`config.mk`:
```
export PLATFORM = sky130hd
export DESIGN_NAME = positional_list_engine_top_flat
export DESIGN_NICKNAME = d
export VERILOG_FILES = /design/src/plist_pkg.sv /design/src/plist_if.sv /design/src/plist_ctrl.sv /design/src/plist_dp.sv /design/src/positional_list_engine_top.sv /design/src/flat_wrapper.sv
export SDC_FILE = /design/constraint.sdc
export NUM_CORES = 2
export LEC_CHECK = 0
export BUFFER_PORTS_ARGS = -buffer_cell sky130_fd_sc_hd__buf_4
export CAP_MARGIN = 20
export CORE_AREA = 2 2 314 316
export DETAILED_ROUTE_END_ITERATION = 10
export DIE_AREA = 0 0 316 318
export SLEW_MARGIN = 5
export SYNTH_ARGS = -nofsm -noshare
export SYNTH_HDL_FRONTEND = slang
export SYNTH_SLANG_ARGS = --single-unit
```
`constraint.sdc`:
```
create_clock -name clk -period 9.5 [get_ports clk]
set_clock_uncertainty 0.15 [all_clocks]
set_input_delay 1.9 -clock clk [delete_from_list [all_inputs] [get_ports clk]]
set_output_delay 1.9 -clock clk [all_outputs]
set_load 0.02 [all_outputs]
```
`src/plist_pkg.sv`:
```
`default_nettype none
package plist_pkg;

  localparam int CAPACITY = 16;

  typedef logic [1:0] mode_t;
  typedef logic [1:0] status_t;

  localparam mode_t MODE_INSERT = 2'd0;
  localparam mode_t MODE_DELETE = 2'd1;
  localparam mode_t MODE_GET    = 2'd2;
  localparam mode_t MODE_LOCATE = 2'd3;

  localparam status_t ST_OK       = 2'd0;
  localparam status_t ST_BADPOS   = 2'd1;
  localparam status_t ST_FULL     = 2'd2;
  localparam status_t ST_NOTFOUND = 2'd3;

  typedef struct packed {
    logic latch;
    logic exec;
    logic load;
  } cmd_t;

endpackage
`default_nettype wire

```
`src/plist_if.sv`:
```
`default_nettype none
interface plist_in_if;
  logic                valid;
  logic                ready;
  plist_pkg::mode_t    mode;
  logic [4:0]          position;
  logic signed [31:0]  item_value;

  modport source (output valid, output mode, output position, output item_value,
                  input ready);
  modport sink (input valid, input mode, input position, input item_value,
                output ready);
endinterface

interface plist_out_if;
  logic                valid;
  logic                ready;
  plist_pkg::status_t  status;
  logic signed [31:0]  read_value;
  logic [4:0]          found_position;
  logic [4:0]          list_length;

  modport source (output valid, output status, output read_value,
                  output found_position, output list_length, input ready);
  modport sink (input valid, input status, input read_value,
                input found_position, input list_length, output ready);
endinterface
`default_nettype wire

```
`src/plist_ctrl.sv`:
```
`default_nettype none
module plist_ctrl (
  input  wire logic        clk,
  input  wire logic        rst_n,
  input  wire logic        in_valid,
  output logic             in_ready,
  output logic             out_valid,
  input  wire logic        out_ready,
  output plist_pkg::cmd_t  cmd
);

  localparam logic [1:0] S_IDLE = 2'd0;
  localparam logic [1:0] S_EXEC = 2'd1;
  localparam logic [1:0] S_FIN  = 2'd2;

  logic [1:0] state_r, state_nxt;
  logic       out_valid_r, out_valid_nxt;
  logic       load, accept;

  assign load      = (state_r == S_FIN) && (!out_valid_r || out_ready);
  assign in_ready  = (state_r == S_IDLE) || load;
  assign accept    = in_valid && in_ready;
  assign out_valid = out_valid_r;

  assign cmd.latch = accept;
  assign cmd.exec  = (state_r == S_EXEC);
  assign cmd.load  = load;

  always_comb begin
    state_nxt = state_r;
    case (state_r)
      S_IDLE: begin
        if (accept) state_nxt = S_EXEC;
      end
      S_EXEC: begin
        state_nxt = S_FIN;
      end
      S_FIN: begin
        if (load) state_nxt = accept ? S_EXEC : S_IDLE;
      end
      default: begin
        state_nxt = S_IDLE;
      end
    endcase
  end

  always_comb begin
    out_valid_nxt = out_valid_r;
    if (load) begin
      out_valid_nxt = 1'b1;
    end else if (out_ready) begin
      out_valid_nxt = 1'b0;
    end
  end

  always_ff @(posedge clk) begin
    if (!rst_n) begin
      state_r     <= S_IDLE;
      out_valid_r <= 1'b0;
    end else begin
      state_r     <= state_nxt;
      out_valid_r <= out_valid_nxt;
    end
  end

endmodule
`default_nettype wire

```
`src/plist_dp.sv`:
```
`default_nettype none
module plist_dp #(
  parameter int CAPACITY = plist_pkg::CAPACITY,
  localparam int CW = $clog2(CAPACITY + 1),
  localparam int PW = ((CW > 5) ? CW : 5) + 1
) (
  input  wire logic               clk,
  input  wire logic               rst_n,
  input  wire plist_pkg::cmd_t    cmd,
  input  wire plist_pkg::mode_t   in_mode,
  input  wire logic [4:0]         in_position,
  input  wire logic [31:0]        in_item_value,
  output plist_pkg::status_t      out_status,
  output logic [31:0]             out_read_value,
  output logic [4:0]              out_found_position,
  output logic [4:0]              out_list_length,
  output logic [CW-1:0]           count
);

  plist_pkg::mode_t   mode_r;
  logic [4:0]         pos_r;
  logic [31:0]        val_r;

  logic [31:0]        cells_r   [CAPACITY];
  logic [31:0]        cells_nxt [CAPACITY];
  logic [31:0]        below     [CAPACITY];
  logic [31:0]        above     [CAPACITY];
  logic [CW-1:0]      count_r, count_nxt;

  logic [CAPACITY-1:0] hit_x, hit_r;
  logic [31:0]         rd_x, rd_r;
  plist_pkg::status_t  st_x, st_r;
  logic                loc_r;

  plist_pkg::status_t  st_f;
  logic [4:0]          found_f;
  logic                any_f;

  plist_pkg::status_t  out_status_r;
  logic [31:0]         out_rd_r;
  logic [4:0]          out_found_r;
  logic [4:0]          out_len_r;

  logic [PW-1:0] pos_e, cnt_e;
  logic          is_ins, is_del, is_get;
  logic          ins_bad, ins_full, ins_ok, rd_ok, del_ok;

  genvar g;
  generate
    for (g = 0; g < CAPACITY; g++) begin : g_nbr
      if (g == 0) begin : g_first
        assign below[g] = cells_r[g];
      end else begin : g_mid
        assign below[g] = cells_r[g-1];
      end
      if (g == CAPACITY - 1) begin : g_last
        assign above[g] = cells_r[g];
      end else begin : g_up
        assign above[g] = cells_r[g+1];
      end
    end
  endgenerate

  assign pos_e    = PW'(pos_r);
  assign cnt_e    = PW'(count_r);
  assign is_ins   = (mode_r == plist_pkg::MODE_INSERT);
  assign is_del   = (mode_r == plist_pkg::MODE_DELETE);
  assign is_get   = (mode_r == plist_pkg::MODE_GET);
  assign ins_bad  = (pos_e == '0) || (pos_e > cnt_e + PW'(1));
  assign ins_full = (cnt_e >= PW'(CAPACITY));
  assign ins_ok   = is_ins && !ins_bad && !ins_full;
  assign rd_ok    = (pos_e != '0) && (pos_e <= cnt_e);
  assign del_ok   = is_del && rd_ok;

  always_comb begin
    for (int k = 0; k < CAPACITY; k++) begin
      cells_nxt[k] = cells_r[k];
      if (cmd.exec && ins_ok) begin
        if (pos_e == PW'(k + 1)) begin
          cells_nxt[k] = val_r;
        end else if (pos_e <= PW'(k)) begin
          cells_nxt[k] = below[k];
        end
      end else if (cmd.exec && del_ok) begin
        if (pos_e <= PW'(k + 1)) begin
          cells_nxt[k] = above[k];
        end
      end
    end
  end

  always_comb begin
    count_nxt = count_r;
    if (cmd.exec && ins_ok) begin
      count_nxt = CW'(count_r + 1'b1);
    end else if (cmd.exec && del_ok) begin
      count_nxt = CW'(count_r - 1'b1);
    end
  end

  always_comb begin
    rd_x  = '0;
    hit_x = '0;
    for (int k = 0; k < CAPACITY; k++) begin
      if ((is_del || is_get) && rd_ok && (pos_e == PW'(k + 1))) begin
        rd_x = cells_r[k];
      end
      hit_x[k] = (PW'(k) < cnt_e) && (cells_r[k] == val_r);
    end
  end

  always_comb begin
    st_x = plist_pkg::ST_OK;
    case (mode_r)
      plist_pkg::MODE_INSERT: begin
        if (ins_bad) begin
          st_x = plist_pkg::ST_BADPOS;
        end else if (ins_full) begin
          st_x = plist_pkg::ST_FULL;
        end
      end
      plist_pkg::MODE_DELETE, plist_pkg::MODE_GET: begin
        if (!rd_ok) st_x = plist_pkg::ST_BADPOS;
      end
      default: begin
        st_x = plist_pkg::ST_OK;
      end
    endcase
  end

  always_comb begin
    found_f = '0;
    any_f   = 1'b0;
    for (int k = CAPACITY - 1; k >= 0; k--) begin
      if (hit_r[k]) begin
        found_f = 5'(k + 1);
        any_f   = 1'b1;
      end
    end
  end

  always_comb begin
    st_f = st_r;
    if (loc_r) begin
      st_f = any_f ? plist_pkg::ST_OK : plist_pkg::ST_NOTFOUND;
    end
  end

  always_ff @(posedge clk) begin
    if (!rst_n) begin
      count_r <= '0;
    end else begin
      count_r <= count_nxt;
    end
  end

  always_ff @(posedge clk) begin
    cells_r <= cells_nxt;
    if (cmd.latch) begin
      mode_r <= in_mode;
      pos_r  <= in_position;
      val_r  <= in_item_value;
    end
    if (cmd.exec) begin
      hit_r <= hit_x;
      rd_r  <= rd_x;
      st_r  <= st_x;
      loc_r <= (mode_r == plist_pkg::MODE_LOCATE);
    end
    if (cmd.load) begin
      out_status_r <= st_f;
      out_rd_r     <= rd_r;
      out_found_r  <= loc_r ? found_f : 5'd0;
      out_len_r    <= 5'(count_r);
    end
  end

  assign out_status         = out_status_r;
  assign out_read_value     = out_rd_r;
  assign out_found_position = out_found_r;
  assign out_list_length    = out_len_r;
  assign count              = count_r;

endmodule
`default_nettype wire

```
`src/positional_list_engine_top.sv`:
```
// Flow: an accepted request passes the execute and finish steps of the controller;
// the next one is taken as its result loads, which waits while out_chan stalls, and
// the cell array shifts or compares all entries in the execute cycle.
// Reset: rst_n is synchronous, active low; it clears the list length and the
// handshake state. Entry cells are not cleared and hold nothing until written.
`default_nettype none
module positional_list_engine_top #(
  parameter int CAPACITY = plist_pkg::CAPACITY
) (
  input  wire logic    clk,
  input  wire logic    rst_n,
  plist_in_if.sink     in_chan,
  plist_out_if.source  out_chan
);

  localparam int CW = $clog2(CAPACITY + 1);

  plist_pkg::cmd_t  cmd;
  logic [CW-1:0]    count;
  logic [31:0]      rd_w;

  plist_ctrl u_ctrl (
    .clk       (clk),
    .rst_n     (rst_n),
    .in_valid  (in_chan.valid),
    .in_ready  (in_chan.ready),
    .out_valid (out_chan.valid),
    .out_ready (out_chan.ready),
    .cmd       (cmd)
  );

  plist_dp #(
    .CAPACITY (CAPACITY)
  ) u_dp (
    .clk                (clk),
    .rst_n              (rst_n),
    .cmd                (cmd),
    .in_mode            (in_chan.mode),
    .in_position        (in_chan.position),
    .in_item_value      (in_chan.item_value),
    .out_status         (out_chan.status),
    .out_read_value     (rd_w),
    .out_found_position (out_chan.found_position),
    .out_list_length    (out_chan.list_length),
    .count              (count)
  );

  assign out_chan.read_value = rd_w;

  a_one_in_flight: assert property (@(posedge clk) disable iff (!rst_n)
    (in_chan.valid && in_chan.ready) |=> !in_chan.ready)
    else $error("request accepted in back-to-back cycles");

  a_count_bound: assert property (@(posedge clk) disable iff (!rst_n)
    count <= CW'(CAPACITY))
    else $error("list length above capacity");

  a_error_no_data: assert property (@(posedge clk) disable iff (!rst_n)
    (out_chan.valid && (out_chan.status != plist_pkg::ST_OK)) |->
      (out_chan.read_value == 32'sd0))
    else $error("failed request returns data");

  a_count_step: assert property (@(posedge clk) disable iff (!rst_n)
    (count != $past(count)) |-> $past(cmd.exec))
    else $error("list length changed outside execute");

endmodule
`default_nettype wire

```
`src/flat_wrapper.sv`:
```
// flat-port wrapper written by rule: the top's interface ports become plain ports
module positional_list_engine_top_flat 
#(
  parameter int CAPACITY = plist_pkg::CAPACITY
)
  (clk, rst_n, in_chan_valid, in_chan_mode, in_chan_position, in_chan_item_value, in_chan_ready, out_chan_valid, out_chan_status, out_chan_read_value, out_chan_found_position, out_chan_list_length, out_chan_ready);
  plist_in_if in_chan_i ();
  plist_out_if out_chan_i ();
  input  wire logic clk;
  input  wire logic rst_n;
  input wire logic [$bits(in_chan_i.valid)-1:0] in_chan_valid;
  input wire logic [$bits(in_chan_i.mode)-1:0] in_chan_mode;
  input wire logic [$bits(in_chan_i.position)-1:0] in_chan_position;
  input wire logic [$bits(in_chan_i.item_value)-1:0] in_chan_item_value;
  output wire logic [$bits(in_chan_i.ready)-1:0] in_chan_ready;
  output wire logic [$bits(out_chan_i.valid)-1:0] out_chan_valid;
  output wire logic [$bits(out_chan_i.status)-1:0] out_chan_status;
  output wire logic [$bits(out_chan_i.read_value)-1:0] out_chan_read_value;
  output wire logic [$bits(out_chan_i.found_position)-1:0] out_chan_found_position;
  output wire logic [$bits(out_chan_i.list_length)-1:0] out_chan_list_length;
  input wire logic [$bits(out_chan_i.ready)-1:0] out_chan_ready;
  assign in_chan_i.valid = in_chan_valid;
  assign in_chan_i.mode = in_chan_mode;
  assign in_chan_i.position = in_chan_position;
  assign in_chan_i.item_value = in_chan_item_value;
  assign in_chan_ready = in_chan_i.ready;
  assign out_chan_valid = out_chan_i.valid;
  assign out_chan_status = out_chan_i.status;
  assign out_chan_read_value = out_chan_i.read_value;
  assign out_chan_found_position = out_chan_i.found_position;
  assign out_chan_list_length = out_chan_i.list_length;
  assign out_chan_i.ready = out_chan_ready;
  positional_list_engine_top #(.CAPACITY(CAPACITY)) u_core (.clk(clk), .rst_n(rst_n), .in_chan(in_chan_i), .out_chan(out_chan_i));
endmodule
```
==> out/metrics.cfg <==
[clock_network]
cts_sinks=654
postCtsHoldBufs=0
cts_made_buffers=80
htree_num_levels=3
cts_setup_buffers=0
clock_latency_ps=670
tritoncts=yes
path_clk_slew_ps=60
cts-root-buf=clkbuf_16
cts_resized=0
clockBufferDepth=3

[routing]
vias=35790
drt-initial-drc-count=5019
wl_mm=160.4
ant_nets=0
avgViaCountPerCell=6.374
wl_per_cell_um=28.56
drc=0
drtPass1Iterations=7

[floorplanning]
initial_core_util_pct=43.50
die_area_sq_mm=0.1005
ios=89
coreArea_sq_mm=0.09741
die_h_um=318
row_count=115
die_x_um=316

[logic_synthesis]
synth_area_leaders=edfxtp_1, nand2_1, mux2i_1, xor2_1, xnor2_1
yosys_warnings=0
synth_edf_count=646
syn_area_sq_mm=0.04237
ys_ff_latch=654
syn_nets=4485
syn_inst=4426
synthTopCellsByCount=nand2_1, edfxtp_1, mux2i_1
ys_types=66
synth_top_area_share_pct=45.78
ys.flop_type=edfxtp_1
yosysMostFrequentCell=nand2_1
ys_seq_area_share_pct=46.16
syn_area_per_cell_sq_um=9.574
async_reset_ff_share_pct=0
synth_top_area_cell=edfxtp_1

[final_layout]
n_fill_cell=9159
area_growth_pct=9.334
n_antenna_cell=0
drive_above_1_share_pct=9.011
finish.net_count=4330

[grt]
gr-usage-all-layers_pct=30.92
overflow=0
grt_pass1_wl_mm=231.5
antenna_found_initial=6
grt_max_degree=257
first_global_vias=33080

[setup_path]
ff2ff_path_depth=10
r2r_start=u_core.u_dp.count[4]$_SDFFE_PN0P_
reg2reg_to=u_core.u_dp.above[507]$_DFFE_PP_
r2r_slack_ps=4490
cp-end-kind=flip-flop
critPathLaunchType=flip-flop
critPathArrivalTime_ps=5220
required_ps=9700
path_max_fanout=102
worstSetupPathType=reg -> reg

[job]
maxCapViolations=0

[timing]
finalHoldViolCount=0
min_period_ps=5012
drv_slew=0
tightest_slew_ps=1172
maxSlewHeadroom_pct=21.16
fin_tns_setup_ps=0
setup_viol_count_final=0
grt_setup_unrepaired=false
fmax_mhz=199.5
layout_worst_path_cycle_share_pct=52.76

[worst_hold_path]
hold_class=reg -> reg
holdPathStages=0
hold_start=u_core.u_dp.rd_r[4]$_DFFE_PP_
whs_endpoint=u_core.u_dp.out_read_value[4]$_DFFE_PP_

[power_and_ir_drop]
leakage_nw=17.53
powerDensity_mw_per_mm2=151.1
ir_worst_vdd_uv=133.7
finalPower_mw=7.002

[status]
status=complete, no violations

[placement]
place.port_buffers=88
gp_congestion=1.003
dpl.hpwl_mm=111.5

layer usage:
layer  wire length (um)  vias up  GRT usage, %
li1                   -    15730             -
met1              65530    17880         42.65
met2              71010     1946         46.18
met3              19080      228         10.01
met4               4694        6         9.026
met5                 38        -             0
registers in the layout, indices dropped and copies added (netlist names):
| name | cells |
|---|---|
| u_core.u_dp.mode_r | 2 |
| u_core.u_dp.rd_r | 32 |
| u_core.u_dp.hit_r | 16 |
| u_core.u_dp.out_list_length | 5 |
| u_core.u_dp.pos_r | 5 |
| u_core.u_dp.st_r | 2 |
| u_core.u_dp.val_r | 32 |
| u_core.u_dp.out_read_value | 32 |
| u_core.u_dp.out_status | 2 |
| u_core.u_ctrl.state_r | 2 |
| u_core.u_dp.loc_r | 1 |
| u_core.u_ctrl.out_valid | 1 |
| u_core.u_dp.count | 5 |
| u_core.u_dp.out_found_position | 5 |
| u_core.u_dp.below | 32 |
| u_core.u_dp.above | 480 |
layout by cell type (no fill, tap or decap), types with 65 or more instances in the layout:
cell and instances:
o21ai_1 114, a21oi_1 109, a31oi_1 192, nand2_1 770, o21ai_0 285, nor3b_1 65, nor3_1 76, nand4_1 76
nor4_1 82, xor2_1 272, xnor2_1 244, edfxtp_1 646, clkbuf_16 80, mux2i_1 289, nor2_1 208, buf_4 192
where the power goes:
group	leakage [nW]	internal (mW)	total (mW)	switching, mW
clock	1.21	1.74	3.05	1.31
sequential	5.95	3.19	3.21	0.0285
combinational	10.4	0.214	0.733	0.519
total	17.5	5.14	7.00	1.86
metrics by stage:
| stage | hold slack, ps | cell area [sq um] | setup slack [ps] | instances | util (%) |
|---|---|---|---|---|---|
| 3_5_place_dp | 254.5 | 43780 | 4586 | 5472 | 44.95 |
| 5_1_grt | 271.1 | 46330 | 4179 | 5615 | 47.56 |
| 2_1_floorplan | 250.3 | 42370 | 2277 | 4426 | - |
| 6_report | 266.4 | 46330 | 4488 | 5615 | 47.56 |
| 3_3_place_gp | 251.1 | 43710 | 4681 | 5468 | 44.87 |
| 4_1_cts | 267.9 | 46280 | 4581 | 5611 | 47.51 |
cell type report:
cell class	instances	area, sq um	share of cell area [%]
clock inverter	38	415.4	0.8966
sequential	654	19560	42.22
multi-input combinational	3280	20860	45.02
clock buffer	101	2081	4.491
tap	1287	1610	3.476
timing repair buffer	202	1607	3.468
inverter	53	198.9	0.4294
critical path, stage by stage (launching register included):
cell     delay [ps]
dfxtp_1         610
inv_1           320
xnor2_1         220
ha_1            320
and3_1          210
a32oi_1         240
o21ai_1         290
nand2_8         490
buf_4           690
buf_4           800
o21ai_0         240
logic make-up after synthesis:
group | share of synthesized area (%)
buffers and inverters | 5.176
DFF | 46.16
adders and majority gates | 0.4724
muxes | 7.730
AOI/OAI and AO/OA | 13.67
and+or+nand+nor | 16.13
xor gates and xnor gates | 10.67
worst max-delay path by stage:
stage,from,endpoint,slack [ps],cells past startpoint
2_1_floorplan,u_core.u_ctrl.state_r[0]$_SDFFE_PN0P_,u_core.u_dp.below[448]$_DFFE_PP_,2280,5
3_3_place_gp,u_core.u_dp.count[0]$_SDFFE_PN0P_,u_core.u_dp.above[479]$_DFFE_PP_,4680,11
3_5_place_dp,u_core.u_dp.count[4]$_SDFFE_PN0P_,u_core.u_dp.above[429]$_DFFE_PP_,4590,10
4_1_cts,u_core.u_dp.count[4]$_SDFFE_PN0P_,u_core.u_dp.above[492]$_DFFE_PP_,4580,10
5_1_grt,u_core.u_dp.count[4]$_SDFFE_PN0P_,u_core.u_dp.above[492]$_DFFE_PP_,4180,10
6_report,u_core.u_dp.count[4]$_SDFFE_PN0P_,u_core.u_dp.above[507]$_DFFE_PP_,4490,10
No activity file was read; power rests on OpenSTA's default activity.
